### config.mk
export PLATFORM = sky130hd
export DESIGN_NAME = mhbi_ctrl
export DESIGN_NICKNAME = d
export VERILOG_FILES = /design/src/sv/mhbi_pkg.sv /design/src/sv/mhbi_ctrl.sv
export SDC_FILE = /design/constraint.sdc
export NUM_CORES = 1
export LEC_CHECK = 0
export ABC_AREA = 0
export BUFFER_PORTS_ARGS = -buffer_cell sky130_fd_sc_hd__buf_2
export CAP_MARGIN = 0
export CORE_AREA = 10 10 47 49
export CTS_CLUSTER_DIAMETER = 40
export DETAILED_ROUTE_END_ITERATION = 7
export DIE_AREA = 0 0 57 59
export PLACE_DENSITY_LB_ADDON = 0.08
export SYNTH_ARGS = -nofsm -noshare
export SYNTH_HDL_FRONTEND = slang
export SYNTH_SLANG_ARGS = --single-unit
### constraint.sdc
create_clock -name clk -period 1.8 [get_ports clk]
set_clock_uncertainty 0.2 [all_clocks]
set_input_delay 0.18 -clock clk [delete_from_list [all_inputs] [get_ports clk]]
set_output_delay 0.18 -clock clk [all_outputs]
set_load 0.01 [all_outputs]
### src/sv/mhbi_pkg.sv
// ----------------------------------------------------------------------------
// mhbi_pkg
// Types and constants shared by the multi-hash bucket index unit.
// ----------------------------------------------------------------------------
package mhbi_pkg;

  localparam int KIND_FIELDS = 4;
  localparam int BUCKET_W    = 18;
  localparam int ADDR_W      = 64;
  localparam int MOD_W       = 17;
  localparam int PADDR_W     = 5;

  localparam logic [2:0] KIND_SIMPLE = 3'd0;
  localparam logic [2:0] KIND_XOR    = 3'd1;
  localparam logic [2:0] KIND_SHIFT  = 3'd2;
  localparam logic [2:0] KIND_MATRIX = 3'd3;
  localparam logic [2:0] KIND_PRIME  = 3'd4;

  localparam logic [2:0] REG_HASH_SHIFT    = 3'd0;
  localparam logic [2:0] REG_BUCKET_BITS   = 3'd1;
  localparam logic [2:0] REG_PARTITIONED   = 3'd2;
  localparam logic [2:0] REG_SLOT_COUNT    = 3'd3;
  localparam logic [2:0] REG_SLOT_KINDS    = 3'd4;
  localparam logic [2:0] REG_SLOT_ARGS     = 3'd5;
  localparam logic [2:0] REG_PRIME_MODULUS = 3'd6;

  typedef enum logic [2:0] {
    ST_IDLE,
    ST_SLOT,
    ST_MAT,
    ST_DRAIN,
    ST_DIV,
    ST_INSERT,
    ST_EMIT
  } state_t;

  typedef struct packed {
    logic [5:0]  hash_shift;
    logic [4:0]  bucket_bits;
    logic        partitioned;
    logic [2:0]  slot_count;
    logic [11:0] slot_kinds;
    logic [23:0] slot_args;
    logic [16:0] prime_modulus;
  } cfg_t;

  typedef struct packed {
    logic load;
    logic wr_row;
    logic next_slot;
    logic mat_start;
    logic mat_step;
    logic div_start;
    logic div_step;
    logic insert;
    logic emit;
  } cmd_t;

  typedef struct packed {
    logic [2:0] kind;
    logic       slot_done;
    logic       row_last;
    logic       div_last;
    logic       emit_last;
    logic       list_empty;
  } status_t;

endpackage

### src/sv/mhbi_ctrl.sv
// ----------------------------------------------------------------------------
// mhbi_ctrl
// Sequencer that walks the hash slots and drives the datapath.
// ----------------------------------------------------------------------------
module mhbi_ctrl
  import mhbi_pkg::*;
(
  input  logic    clk,
  input  logic    rst_n,
  input  logic    start,
  input  logic    opcode,
  input  status_t status,
  output cmd_t    cmd,
  output logic    busy
);

  state_t state_r, state_nxt;

  always_ff @(posedge clk) begin
    if (!rst_n) state_r <= ST_IDLE;
    else        state_r <= state_nxt;
  end

  always_comb begin
    state_nxt = state_r;
    unique case (state_r)
      ST_IDLE: begin
        if (start && !opcode) state_nxt = ST_SLOT;
      end
      ST_SLOT: begin
        if (status.slot_done) begin
          state_nxt = status.list_empty ? ST_IDLE : ST_EMIT;
        end else begin
          unique case (status.kind)
            KIND_SIMPLE, KIND_XOR, KIND_SHIFT: state_nxt = ST_INSERT;
            KIND_MATRIX:                       state_nxt = ST_MAT;
            KIND_PRIME:                        state_nxt = ST_DIV;
            default:                           state_nxt = ST_SLOT;
          endcase
        end
      end
      ST_MAT:    if (status.row_last) state_nxt = ST_DRAIN;
      ST_DRAIN:  state_nxt = ST_INSERT;
      ST_DIV:    if (status.div_last) state_nxt = ST_INSERT;
      ST_INSERT: state_nxt = ST_SLOT;
      ST_EMIT:   if (status.emit_last) state_nxt = ST_IDLE;
      default:   state_nxt = ST_IDLE;
    endcase
  end

  always_comb begin
    cmd  = '0;
    busy = (state_r != ST_IDLE);
    unique case (state_r)
      ST_IDLE: begin
        cmd.load   = start && !opcode;
        cmd.wr_row = start && opcode;
      end
      ST_SLOT: begin
        if (!status.slot_done) begin
          unique case (status.kind)
            KIND_SIMPLE, KIND_XOR, KIND_SHIFT: ;
            KIND_MATRIX:                       cmd.mat_start = 1'b1;
            KIND_PRIME:                        cmd.div_start = 1'b1;
            default:                           cmd.next_slot = 1'b1;
          endcase
        end
      end
      ST_MAT:    cmd.mat_step = 1'b1;
      ST_DRAIN:  ;
      ST_DIV:    cmd.div_step = 1'b1;
      ST_INSERT: begin
        cmd.insert    = 1'b1;
        cmd.next_slot = 1'b1;
      end
      ST_EMIT:   cmd.emit = 1'b1;
      default:   ;
    endcase
  end

endmodule

==> flow_summary.json <==
{
  "status": "finished clean",
  "fin_area_sq_um": 476.7,
  "syn_avg_cell_area_sq_um": 7.420,
  "period_share_pct": 93.60,
  "largest-register": "state_r",
  "peakVddDrop_uv": 202.3,
  "dpl_cell_area_sq_um": 447.9,
  "cts_sinks": 3,
  "grt_pass1_wl_um": 1718,
  "ctsHoldBuffers": 0,
  "period_needed_ns": 1.685,
  "portBuffers": 21,
  "routed_wl_um": 1037,
  "syn_area_sq_um": 319.1,
  "nets": 80,
  "slew_violations": 0,
  "grt_max_degree": 12,
  "startpoint_type": "flop",
  "start_util_pct": 22.77,
  "wire_per_inst_um": 12.49,
  "dr.pass1.iters": 3,
  "io-pin-count": 22,
  "synth-seq-cells": 3,
  "place.gp.congestion": 0.6643,
  "grt_overflow_total": 0,
  "hpwl_um": 883,
  "ys_types": 24,
  "synth_fp_nets": 55,
  "fp-row-count": 14,
  "grt_antenna_before_repair": 0,
  "cts_buffers": 3,
  "grt_pass1_vias": 430,
  "die_h_um": 59,
  "dieArea_sq_um": 3363,
  "drc": 0,
  "h-tree-depth": 1,
  "cts_tree": "built",
  "crit_type": "flop to output port",
  "syn_inst": 43,
  "fin_tns_setup_ns": 0,
  "layout-drive-gt1-share_pct": 46.27,
  "clk_pin_slew_ns": 0.04,
  "end_kind": "output port",
  "setup_viol": 0,
  "leakage_nw": 0.2454,
  "layout_commonest_cell": "buf_2",
  "max_slew_margin_pct": 77.99,
  "tightest_slew_ns": 0.3297,
  "final_cell_mix": "buf_2 (21), nand2_1 (6), nor3b_1 (5)",
  "area_growth_pct": 49.41,
  "fmaxAchievable_mhz": 593.5,
  "reg_top3": "state_r x3",
  "hold_path_class": "input pin to flop",
  "hold_violations": 0,
  "worstPathArrival_ns": 1.30,
  "synth-seq-area-share_pct": 18.82,
  "largest_reg_flops": 3,
  "required_ns": 1.42,
  "max_cap_viol_count": 0,
  "die_x_um": 57,
  "viasPerCell": 4.735,
  "cts_max_path_buffers": 2,
  "drt_iter0_drc": 2,
  "grt_usage_pct": 6.085,
  "path_max_fanout": 9,
  "power_density_nw_per_um2": 659.9,
  "clock-root-buffer": "clkbuf_4",
  "num_vias": 393,
  "yosys_warnings": 0,
  "diodes": 0,
  "core_sq_um": 1401,
  "clkLatencyLatePin_ns": 0.24,
  "final_antenna_net_count": 0
}
## metal layers
layer / up-vias / GRT usage (%) / wire, um
met5: - / 0 / 0
met1: 177 / 6.627 / 447
met2: 10 / 10.54 / 548
met4: 0 / 5.034 / 17
li1: 204 / - / -
met3: 2 / 0.4292 / 23
## cell usage after synthesis
master | number | area, sq um
o21a_1 | 1 | 7.510
clkbuf_1 | 3 | 11.26
nor3b_1 | 5 | 37.54
inv_2 | 1 | 3.750
and3_2 | 1 | 7.510
and3_1 | 1 | 6.260
nor3_1 | 3 | 15.01
a21oi_1 | 1 | 5.000
inv_1 | 2 | 7.510
mux4_2 | 1 | 22.52
and2_2 | 1 | 7.510
mux2i_1 | 1 | 10.01
nor2_1 | 2 | 7.510
nor2b_1 | 2 | 12.51
o311a_1 | 1 | 10.01
o221a_1 | 1 | 11.26
nand4b_1 | 1 | 8.760
dfxtp_1 | 3 | 60.06
o31a_1 | 1 | 8.760
o21ai_0 | 1 | 5.000
nand2_1 | 6 | 22.52
a211oi_1 | 2 | 15.01
and3b_1 | 1 | 8.760
a21boi_0 | 1 | 7.510
## cell families after synthesis
family          Yosys count  share of synthesized area [%]
compound gates            9                          21.96
mux                       2                          10.20
flops                     3                          18.82
simple gates             23                          41.96
buf+inv                   6                          7.058
## critical path, cell delays in order (launching register included)
cell	delay (ns)
dfxtp_1	0.30
buf_4	0.16
nor3_1	0.29
and3_1	0.19
buf_2	0.13
## final timing paths
| check | startpoint | to | slack (ns) | cells after the start |
|---|---|---|---|---|
| setup / recovery | state_r[0] | cmd[7] | 0.12 | 4 |
| hold / removal | rst_n | state_r[2] | 0.009 | 2 |
| setup reg to reg | state_r[2] | state_r[0] | 0.32 | 3 |
| hold reg to reg | state_r[1] | state_r[1] | 0.44 | 2 |
## layout make-up
class,count,area [sq um]
fill,170,924.6
clock buffer,4,26.28
sequential,3,60.06
timing repair buffer,23,120.1
inverter,3,11.26
multi-input combinational,34,239.0
tap,16,20.02
## report_power, final
group          leakage, nW  internal, mW  switching (mW)
clock network       0.0150        0.0832          0.0369
logic                0.206        0.0555          0.0590
registers           0.0245        0.0735         0.00641
total                0.245         0.212           0.102
## timing repair
item,4_1_cts,5_1_grt
endpoints found under the setup margin,0,2
resized for setup,0,1
setup buffers,0,0
## through the flow
stage / util, % / instances / hold WS [ns] / total power [mW] / setup slack (ns)
2_1_floorplan: - / 43 / 0.1079 / 0.1483 / 0.2763
3_3_place_gp: 31.96 / 79 / 0.2540 / 0.1988 / 0.2720
3_5_place_dp: 31.96 / 79 / 0.2438 / 0.1973 / 0.3148
4_1_cts: 33.84 / 83 / 0.0006013 / 0.3208 / 0.08057
5_1_grt: 34.02 / 83 / 0.01874 / 0.3366 / -0.003806
6_report: 34.02 / 83 / 0.008581 / 0.3146 / 0.1151
(Power assumes the default switching activity.)
