### config.mk
export PLATFORM = sky130hd
export DESIGN_NAME = mhbi_regs
export DESIGN_NICKNAME = d
export VERILOG_FILES = /design/src/sv/mhbi_pkg.sv /design/src/sv/mhbi_regs.sv
export SDC_FILE = /design/constraint.sdc
export NUM_CORES = 1
export LEC_CHECK = 0
export ABC_AREA = 1
export BUFFER_PORTS_ARGS = -buffer_cell sky130_fd_sc_hd__buf_4
export CAP_MARGIN = 15
export CORE_MARGIN = 2
export CORE_UTILIZATION = 30
export DETAILED_ROUTE_END_ITERATION = 8
export PLACE_DENSITY_LB_ADDON = 0.1
export SLEW_MARGIN = 10
export SYNTH_ARGS = -nofsm -noshare
export SYNTH_HDL_FRONTEND = slang
export SYNTH_SLANG_ARGS = --single-unit
### constraint.sdc
create_clock -name clk -period 1.2 [get_ports clk]
set_input_delay 0.06 -clock clk [delete_from_list [all_inputs] [get_ports clk]]
set_output_delay 0.06 -clock clk [all_outputs]
set_load 0.005 [all_outputs]
### src/sv/mhbi_pkg.sv
// ----------------------------------------------------------------------------
// mhbi_pkg
// Types and constants shared by the multi-hash bucket index unit.
// ----------------------------------------------------------------------------
package mhbi_pkg;

  localparam int KIND_FIELDS = 4;
  localparam int BUCKET_W    = 18;
  localparam int ADDR_W      = 64;
  localparam int MOD_W       = 17;
  localparam int PADDR_W     = 5;

  localparam logic [2:0] KIND_SIMPLE = 3'd0;
  localparam logic [2:0] KIND_XOR    = 3'd1;
  localparam logic [2:0] KIND_SHIFT  = 3'd2;
  localparam logic [2:0] KIND_MATRIX = 3'd3;
  localparam logic [2:0] KIND_PRIME  = 3'd4;

  localparam logic [2:0] REG_HASH_SHIFT    = 3'd0;
  localparam logic [2:0] REG_BUCKET_BITS   = 3'd1;
  localparam logic [2:0] REG_PARTITIONED   = 3'd2;
  localparam logic [2:0] REG_SLOT_COUNT    = 3'd3;
  localparam logic [2:0] REG_SLOT_KINDS    = 3'd4;
  localparam logic [2:0] REG_SLOT_ARGS     = 3'd5;
  localparam logic [2:0] REG_PRIME_MODULUS = 3'd6;

  typedef enum logic [2:0] {
    ST_IDLE,
    ST_SLOT,
    ST_MAT,
    ST_DRAIN,
    ST_DIV,
    ST_INSERT,
    ST_EMIT
  } state_t;

  typedef struct packed {
    logic [5:0]  hash_shift;
    logic [4:0]  bucket_bits;
    logic        partitioned;
    logic [2:0]  slot_count;
    logic [11:0] slot_kinds;
    logic [23:0] slot_args;
    logic [16:0] prime_modulus;
  } cfg_t;

  typedef struct packed {
    logic load;
    logic wr_row;
    logic next_slot;
    logic mat_start;
    logic mat_step;
    logic div_start;
    logic div_step;
    logic insert;
    logic emit;
  } cmd_t;

  typedef struct packed {
    logic [2:0] kind;
    logic       slot_done;
    logic       row_last;
    logic       div_last;
    logic       emit_last;
    logic       list_empty;
  } status_t;

endpackage

### src/sv/mhbi_regs.sv
// ----------------------------------------------------------------------------
// mhbi_regs
// APB-style configuration register file.
// ----------------------------------------------------------------------------
module mhbi_regs
  import mhbi_pkg::*;
(
  input  logic               clk,
  input  logic               rst_n,
  input  logic               psel,
  input  logic               penable,
  input  logic               pwrite,
  input  logic [PADDR_W-1:0] paddr,
  input  logic [31:0]        pwdata,
  output logic [31:0]        prdata,
  output logic               pready,
  output cfg_t               cfg
);

  cfg_t       cfg_r;
  logic [2:0] idx;

  assign idx    = paddr[4:2];
  assign pready = 1'b1;
  assign cfg    = cfg_r;

  always_ff @(posedge clk) begin
    if (!rst_n) begin
      cfg_r <= {($bits(cfg_t)-MOD_W)'(0), MOD_W'(1)};
    end else if (psel && penable && pwrite) begin
      unique case (idx)
        REG_HASH_SHIFT:    cfg_r.hash_shift    <= pwdata[5:0];
        REG_BUCKET_BITS:   cfg_r.bucket_bits   <= pwdata[4:0];
        REG_PARTITIONED:   cfg_r.partitioned   <= pwdata[0];
        REG_SLOT_COUNT:    cfg_r.slot_count    <= pwdata[2:0];
        REG_SLOT_KINDS:    cfg_r.slot_kinds    <= pwdata[11:0];
        REG_SLOT_ARGS:     cfg_r.slot_args     <= pwdata[23:0];
        REG_PRIME_MODULUS: cfg_r.prime_modulus <= pwdata[16:0];
        default: ;
      endcase
    end
  end

  always_comb begin
    unique case (idx)
      REG_HASH_SHIFT:    prdata = {26'd0, cfg_r.hash_shift};
      REG_BUCKET_BITS:   prdata = {27'd0, cfg_r.bucket_bits};
      REG_PARTITIONED:   prdata = {31'd0, cfg_r.partitioned};
      REG_SLOT_COUNT:    prdata = {29'd0, cfg_r.slot_count};
      REG_SLOT_KINDS:    prdata = {20'd0, cfg_r.slot_kinds};
      REG_SLOT_ARGS:     prdata = {8'd0, cfg_r.slot_args};
      REG_PRIME_MODULUS: prdata = {15'd0, cfg_r.prime_modulus};
      default:           prdata = 32'd0;
    endcase
  end

endmodule

==> flow_metrics.py, run 1 <==
metrics = {
    "status": {
        "status": "finished clean",
    },
    "critical_path": {
        "worstPathArrival_ps": 1110,
        "ff2ff_path_depth": 3,
        "rrSetupSlack_ps": 480,
        "slowest_stage": "dfxtp_4",
        "start_kind": "register",
        "required_ps": 1140,
        "r2r_start": "cfg[4]$_SDFFE_PN0P_",
        "cp_common_cell": "nand2_1",
        "crit_family": "flip-flops",
        "crit_fanout": 3,
        "critical_path_buf_inv_count": 1,
        "cp_slowest_stage_delay_ps": 350,
        "r2r-end": "cfg[4]$_SDFFE_PN0P_",
        "worstPathCellList": "nand4_1 -> nand2_1 -> nor2_2 -> nand2_1 -> buf_6",
        "worstSetupPathType": "register to output port",
        "end_kind": "output port",
    },
    "routing": {
        "drc": 0,
        "via_count": 3668,
        "drt_iter0_drc": 220,
        "avgRoutedWirePerCell_um": 12.5,
        "postRouteWirelength_mm": 10.4,
        "routed_via_density": 4.40,
        "ant_nets": 0,
        "first_pass_iters": 4,
    },
    "grt": {
        "grt_overflow": 0,
        "grt_pass1_wl_mm": 15.8,
        "antenna_found_initial": 0,
        "grt_pass1_vias": 3276,
        "track_usage": 0.170,
        "grt_max_degree": 69,
    },
    "clock_network": {
        "root_buffer": "clkbuf_16",
        "htreeDepth": 3,
        "clk_pin_slew_ps": 60,
        "cts_tree": "done",
        "clk_latency_ps": 320,
        "cts_buffers": 9,
        "clkSinkCount": 68,
        "clock_path_buffers": 2,
    },
    "placement": {
        "gp_congestion": 0.820,
        "post-place-ws_ps": 29.9,
        "dp_hpwl_mm": 7.47,
        "portBuffers": 123,
        "postPlaceCellArea_um2": 4570,
        "dp.cells": 810,
    },
    "power_and_ir_drop": {
        "worst_ir_drop_vdd_mv": 0.576,
        "totalPowerFinal_mw": 5.52,
        "power_leakage_nw": 2.47,
        "power.density_nw_per_um2": 1100,
    },
    "sta": {
        "final.period_utilization": 0.976,
        "hold_viol": 0,
        "setup_viol": 0,
        "final.setup.worst_slack_ps": 28.9,
        "finalCriticalPeriod_ps": 1170,
        "maxSlewViolCount": 0,
        "skew_ps": 0,
        "setup_tns_ps": 0,
        "grt_setup_unrepaired": "true",
        "fmax_ghz": 0.854,
    },
    "die": {
        "die_x_um": 110,
        "fp.dieH_um": 110,
        "rows": 38,
        "dieArea_um2": 12100,
        "ios": 143,
        "core_um2": 10900,
        "start_util": 0.309,
    },
    "logic_synthesis": {
        "syn_inst": 550,
        "synth-seq-area-share": 0.403,
        "syn_area_um2": 3380,
        "avgSynthCellArea_um2": 6.14,
        "ys_types": 18,
        "synth_warnings": 0,
        "synth_seq_cells": 68,
    },
    "cells_and_area": {
        "largest_reg_flops": 68,
        "syn_to_final_growth_pct": 48.4,
        "nets": 731,
        "fin_area_um2": 5010,
        "layout.cells.non_filler": 834,
        "fillers": 1150,
        "antenna_cells": 0,
        "final_layout_size_suffix_gt1_frac": 0.303,
    },
    "hold_path": {
        "hold_end": "cfg[40]$_SDFFE_PN0P_",
        "min_path_cells": 5,
        "hold_path.startpoint": "pwdata[23]",
        "hold_class": "primary input to register",
    },
    "flow_run": {
        "maxCapViolCount": 0,
    },
}
-- routing by layer --
metal,global-route usage,share of wire
met4,0.0741,0.015
met5,0,0
met3,0.0300,0.057
met2,0.273,0.46
met1,0.223,0.47
-- report_power, final --
| group | leakage (nW) | total (mW) | switching, mW | internal, mW |
|---|---|---|---|---|
| Clock | 0.144 | 2.68 | 1.02 | 1.66 |
| Combinational | 1.77 | 0.530 | 0.292 | 0.238 |
| Sequential | 0.557 | 2.31 | 0.0239 | 2.28 |
-- worst reg2reg max path, stage by stage, from the launching register on --
cell     delay, ps
dfxtp_2        320
buf_4          140
nor2_1         100
nor2_1          50
-- area by class of cell --
cell class / count / area (um^2) / area share
Clock inverter: 6 / 63.8 / 0.0127
Clock buffer: 10 / 239 / 0.0477
Multi-Input combinational cell: 408 / 1700 / 0.338
Timing Repair Buffer: 156 / 1280 / 0.255
Tap cell: 140 / 175 / 0.0349
Sequential cell: 68 / 1390 / 0.276
Inverter: 46 / 175 / 0.0349
-- worst max-delay path by stage --
stage                                    start                    to  slack, ps  cells past startpoint
after floorplan                         pwrite  cfg[13]$_SDFFE_PN0P_        230                      6
after global placement                paddr[3]             prdata[8]         70                      8
after detailed placement              paddr[3]  cfg[61]$_SDFFE_PN0P_         30                      7
after CTS                  cfg[4]$_SDFFE_PN0P_             prdata[4]         -6                      5
after global routing      cfg[20]$_SDFFE_PN0P_             prdata[3]        -30                      5
final                     cfg[18]$_SDFFE_PN0P_             prdata[1]         30                      5
-- placed cells by master, fill, tap and decap left out, types with 3 or more instances in the layout --
cell / n
dfxtp_1: 53
nor2_4: 3
nand2_1: 179
nand4_1: 11
inv_2: 4
buf_6: 5
dfxtp_2: 13
buf_12: 7
nand3_2: 3
buf_4: 143
inv_1: 41
conb_1: 9
clkbuf_16: 9
nor2_1: 151
nand2_2: 3
nand3_1: 37
nor2_2: 8
-- cells by family after synthesis --
family	Yosys count	synth area share
compound gates	3	0.00444
buf+inv	81	0.116
flops	68	0.403
other cells	2	0.00222
simple gates	396	0.475
-- metrics by stage --
step                      utilization  hold WS (ps)
after floorplan                     -           186
after global placement          0.418           289
after detailed placement        0.418           289
after CTS                       0.448          20.1
after global routing            0.458          44.3
final                           0.458          28.6
-- cell usage after synthesis, drive strengths merged --
master  count  area [um^2]
inv        46          173
clkbuf      3         11.3
a21oi       2         10.0
nand4      11         68.8
nor2      162          636
buf        32          206
nand2     182          683
dfxtp      68         1360
nand3      41          218
conb        2         7.51
o21ai       1         5.00
-- timing repair --
action	4_1_cts	5_1_grt
setup endpoints to repair	4	8
buffers inserted	1	6
hold endpoints to repair	1	0
hold buffers	1	0
gates resized for setup	6	28
pin swaps	2	20
Power figures use the tool's default switching activity.
==> run 2: changes to the inputs <==
CTS_BUF_LIST = sky130_fd_sc_hd__clkbuf_4   (was unset)
==> run 2 against run 1 <==
  * The run now ends with setup timing left
  * Total power is 20% lower
  * Sequential share of layout area decreased by 0.59 points
  * Sequential cell count stayed put
  * Combinational power grew 12%
  * Critical path type unchanged
  * Critical endpoint is now prdata[4]
  * Largest power group is now sequential cells
==> flow_metrics.py, run 2 (synthesis gave the netlist of run 1 again) <==
metrics = {
    "cells_and_area": {
        "syn_to_final_growth_pct": 52.5,
        "finish.utilization": 0.471,
        "multi_input_area_um2": 1690,
        "final_cell_mix": "nand2_1, nor2_1, buf_4",
        "layout_commonest_cell": "nand2_1",
        "nets": 763,
        "largest_reg_flops": 68,
        "final_layout_size_suffix_gt1_frac": 0.321,
        "ff_latch_area_um2": 1390,
        "fillers": 1139,
    },
    "power_and_ir_drop": {
        "power.share.clock": 0.344,
        "p_seq_frac": 0.522,
        "power.density_nw_per_um2": 858,
        "comb_power_share": 0.134,
        "power_leakage_nw": 2.55,
        "worst_ir_drop_vdd_mv": 0.499,
        "p_sw_frac": 0.278,
        "p_int_mw": 3.19,
        "switchingPower_mw": 1.23,
    },
    "clock_network": {
        "htreeDepth": 3,
        "clkSinkCount": 68,
        "cts_buffers": 9,
        "clk_pin_slew_ps": 110,
        "clock_path_buffers": 2,
        "cts_tree": "done",
        "clk_latency_ps": 390,
        "root_buffer": "clkbuf_4",
    },
    "critical_path": {
        "path_depth": 5,
        "rrSetupSlack_ps": 400,
        "worstPathCellList": "nand4_1 -> nand2_1 -> nor2_1 -> nand2_1 -> buf_6",
        "slowest_stage": "dfxtp_2",
        "r2r_start": "cfg[3]$_SDFFE_PN0P_",
        "ff2ff_path_depth": 4,
        "worstSetupPathType": "register to output port",
        "start_kind": "register",
        "worstPathArrival_ps": 1200,
        "end_kind": "output port",
        "critical_path_buf_inv_count": 1,
        "cp_slowest_stage_delay_ps": 350,
        "crit_fanout": 2,
        "startpoint": "cfg[4]$_SDFFE_PN0P_",
        "endpoint": "prdata[4]",
        "cp_common_cell": "nand2_1",
        "crit_family": "flip-flops",
        "required_ps": 1140,
        "r2r-end": "cfg[3]$_SDFFE_PN0P_",
    },
    "die": {
        "rows": 38,
        "start_util": 0.309,
        "ios": 143,
        "dieArea_um2": 12100,
        "fp.dieH_um": 110,
        "die_x_um": 110,
        "core_um2": 10900,
    },
    "routing": {
        "ant_nets": 0,
        "via_count": 3791,
        "routed_via_density": 4.37,
        "first_pass_iters": 5,
        "drt_iter0_drc": 158,
        "drc": 0,
        "postRouteWirelength_mm": 10.8,
        "avgRoutedWirePerCell_um": 12.5,
    },
    "sta": {
        "maxSlewViolCount": 0,
        "grt_setup_unrepaired": "true",
        "finalCriticalPeriod_ps": 1260,
        "setup_tns_ps": -185,
        "skew_ps": 0,
        "hold_viol": 0,
        "final.period_utilization": 1.05,
        "fmax_ghz": 0.791,
        "setup_viol": 5,
        "hold-worst-slack_ps": 37.8,
        "final.setup.worst_slack_ps": -64.5,
    },
    "status": {
        "status": "finished with violations",
        "violations": "setup timing",
    },
    "grt": {
        "grt_pass1_wl_mm": 16.2,
        "grt_overflow": 0,
        "antenna_found_initial": 1,
        "grt_pass1_vias": 3386,
        "grt_max_degree": 69,
        "track_usage": 0.174,
    },
    "hold_path": {
        "hold_class": "primary input to register",
    },
    "placement": {
        "portBuffers": 123,
        "dp_hpwl_mm": 7.47,
        "post-place-ws_ps": 29.9,
        "gp_congestion": 0.820,
    },
    "flow_run": {
        "maxCapViolCount": 0,
    },
}
[run 2: repair_timing]
item,4_1_cts,5_1_grt
hold endpoints to repair,36,0
buffers inserted,20,1
hold buffers,19,0
resized for setup,27,19
endpoints found under the setup margin,6,9
pin swaps,15,16
[run 2: stage by stage]
| step | std cells | total power, mW | area, um^2 |
|---|---|---|---|
| 2_1_floorplan | 557 | 2.64 | 3410 |
| 3_3_place_gp | 810 | 2.87 | 4570 |
| 3_5_place_dp | 810 | 2.88 | 4570 |
| 4_1_cts | 865 | 4.47 | 5090 |
| 5_1_grt | 867 | 4.63 | 5150 |
| 6_report | 867 | 4.42 | 5150 |
[run 2: worst register-to-register path: stages (launching register included)]
cell and delay (ps):
dfxtp_2 350, buf_6 110, buf_6 110, nor2_1 90
nor2_1 50
[run 2: final cells by class]
cell class | count | share of cell area
inverters | 46 | 0.0335
flip-flops and latches | 68 | 0.270
clock inverters | 7 | 0.0131
clock buffers | 9 | 0.0131
well taps | 140 | 0.0340
diodes | 1 | 0.000485
repair buffers | 188 | 0.307
multi-input cells | 408 | 0.328
[run 2: layer usage]
metal / wire length [um] / part of all wire / vias up / GRT usage
met4: 127 / 0.012 / 0 / 0.0545
met3: 539 / 0.050 / 10 / 0.0406
li1: - / - / 1981 / -
met5: 0 / 0 / - / 0
met1: 5190 / 0.48 / 1693 / 0.225
met2: 4950 / 0.46 / 107 / 0.288
[run 2: power by group through the flow]
stage | clock, mW | combinational [mW] | sequential [mW]
final | 1.52 | 0.592 | 2.31
after CTS | 1.58 | 0.586 | 2.31
after global placement | 0 | 0.508 | 2.36
after floorplan | 0 | 0.281 | 2.36
after global routing | 1.66 | 0.657 | 2.31
after detailed placement | 0 | 0.517 | 2.36
[run 2: worst min-delay path by stage]
stage / from / end / slack (ps) / cells past startpoint
2_1_floorplan: pwdata[0] / cfg[0]$_SDFFE_PN1P_ / 190 / 2
3_3_place_gp: pwdata[0] / cfg[0]$_SDFFE_PN1P_ / 290 / 3
3_5_place_dp: pwdata[0] / cfg[0]$_SDFFE_PN1P_ / 290 / 3
4_1_cts: pwdata[5] / cfg[22]$_SDFFE_PN0P_ / 10 / 5
5_1_grt: pwdata[3] / cfg[60]$_SDFFE_PN0P_ / 40 / 5
6_report: pwdata[4] / cfg[4]$_SDFFE_PN0P_ / 40 / 5
==> run 3: changes to the inputs <==
CORE_MARGIN = 3   (was 2)
SKIP_CTS_REPAIR_TIMING = 1   (was unset)
SLEW_MARGIN = 40   (was 10)
==> run 3 against run 2 <==
  * Total power fell by 5.7%
  * Routed wire length fell by 0.66%
  * Largest power group unchanged
  * The flow finishes with violations (hold timing, setup timing)
  * Cell count fell by 0.92%
  * Largest cell class unchanged
==> flow_metrics.py, run 3 (synthesis gave the netlist of run 1 again) <==
metrics = {
    "grt": {
        "track_usage": 0.166,
        "antenna_found_initial": 0,
        "grt_overflow": 0,
        "grt_max_degree": 69,
        "grt_pass1_vias": 3290,
        "grt_pass1_wl_mm": 16.7,
    },
    "status": {
        "violations": "hold timing, setup timing",
        "status": "finished with violations",
    },
    "routing": {
        "via_count": 3750,
        "first_pass_iters": 4,
        "drc": 0,
        "avgRoutedWirePerCell_um": 12.5,
        "routed_via_density": 4.37,
        "drt_iter0_drc": 192,
        "postRouteWirelength_mm": 10.7,
        "ant_nets": 0,
    },
    "cells_and_area": {
        "layout_commonest_cell": "nand2_1",
        "syn_to_final_growth_pct": 49.9,
        "final_cell_mix": "nand2_1, nor2_1, buf_4",
        "nets": 756,
        "largest_reg_flops": 68,
        "finish.utilization": 0.463,
        "antenna_cells": 0,
        "final_layout_size_suffix_gt1_frac": 0.320,
    },
    "die": {
        "core_um2": 10900,
        "die_x_um": 112,
        "rows": 38,
        "dieArea_um2": 12600,
        "start_util": 0.309,
        "fp.dieH_um": 112,
        "ios": 143,
    },
    "critical_path": {
        "required_ps": 1140,
        "worstSetupPathType": "register to output port",
        "start_kind": "register",
        "worstPathArrival_ps": 1190,
        "r2r-end": "cfg[0]$_SDFFE_PN1P_",
        "r2r_start": "cfg[0]$_SDFFE_PN1P_",
        "rrSetupSlack_ps": 590,
        "end_kind": "output port",
        "crit_fanout": 3,
        "ff2ff_path_depth": 2,
    },
    "hold_path": {
        "min_path_cells": 5,
        "hold_class": "primary input to register",
        "hold_end": "cfg[24]$_SDFFE_PN0P_",
        "hold_path.startpoint": "pwdata[7]",
    },
    "clock_network": {
        "clock_path_buffers": 2,
        "cts_buffers": 9,
        "clk_latency_ps": 410,
        "clk_pin_slew_ps": 110,
        "root_buffer": "clkbuf_4",
        "cts_tree": "done",
        "htreeDepth": 3,
        "clkSinkCount": 68,
    },
    "sta": {
        "skew_ps": 0,
        "setup_viol": 5,
        "fmax_ghz": 0.800,
        "maxSlewViolCount": 0,
        "final.period_utilization": 1.04,
        "hold_viol": 2,
        "finalCriticalPeriod_ps": 1250,
        "setup_tns_ps": -228,
        "hold-worst-slack_ps": -30.6,
        "final.setup.worst_slack_ps": -50.6,
        "grt_setup_unrepaired": "true",
    },
    "placement": {
        "dp_hpwl_mm": 7.51,
        "portBuffers": 123,
        "gp_congestion": 0.855,
    },
    "power_and_ir_drop": {
        "worst_ir_drop_vdd_mv": 0.394,
        "power_leakage_nw": 2.51,
        "power.density_nw_per_um2": 824,
    },
    "flow_run": {
        "maxCapViolCount": 0,
    },
}
==> run 3: critical path: stages (launching register included) <==
cell	delay [ps]
dfxtp_2	340
nand4_1	60
nand2_1	70
nor2_2	110
nand2_1	60
buf_4	130
==> run 3: power by group <==
group          internal [mW]  total (mW)  switching, mW
Clock                  0.475        1.28          0.804
Combinational          0.278       0.583          0.305
Sequential              2.29        2.31         0.0241
==> run 3: layout make-up <==
cell class / count / area, um^2
clock buffer: 12 / 90.1
clock inverter: 4 / 16.3
fill: 1161 / 5870
inverter: 46 / 173
multi-input combinational: 408 / 1700
sequential: 68 / 1390
tap: 140 / 175
timing repair buffer: 181 / 1520
==> run 3: worst max-delay path by stage <==
stage	endpoint	slack (ps)	start
2_1_floorplan	cfg[13]$_SDFFE_PN0P_	230	pwrite
3_3_place_gp	cfg[55]$_SDFFE_PN0P_	40	pwrite
3_5_place_dp	cfg[54]$_SDFFE_PN0P_	20	pwrite
4_1_cts	prdata[3]	-150	cfg[20]$_SDFFE_PN0P_
5_1_grt	prdata[1]	-160	cfg[1]$_SDFFE_PN0P_
6_report	prdata[3]	-50	cfg[3]$_SDFFE_PN0P_
==> run 3: per-layer routing <==
metal	global-route usage	up-vias	part of all wire
met5	0	-	0
met4	0.0673	0	0.015
met3	0.0302	13	0.049
met2	0.267	111	0.46
met1	0.220	1656	0.47
li1	-	1970	-
==> run 3: stage by stage <==
stage,instance area (um^2),worst slack (ps),total power [mW],instances
6_report,5060,-50.6,4.17,859
5_1_grt,5060,-163,4.40,859
4_1_cts,4710,-146,4.18,829
3_5_place_dp,4600,24.5,2.89,813
3_3_place_gp,4600,35.3,2.88,813
2_1_floorplan,3410,235,2.64,557
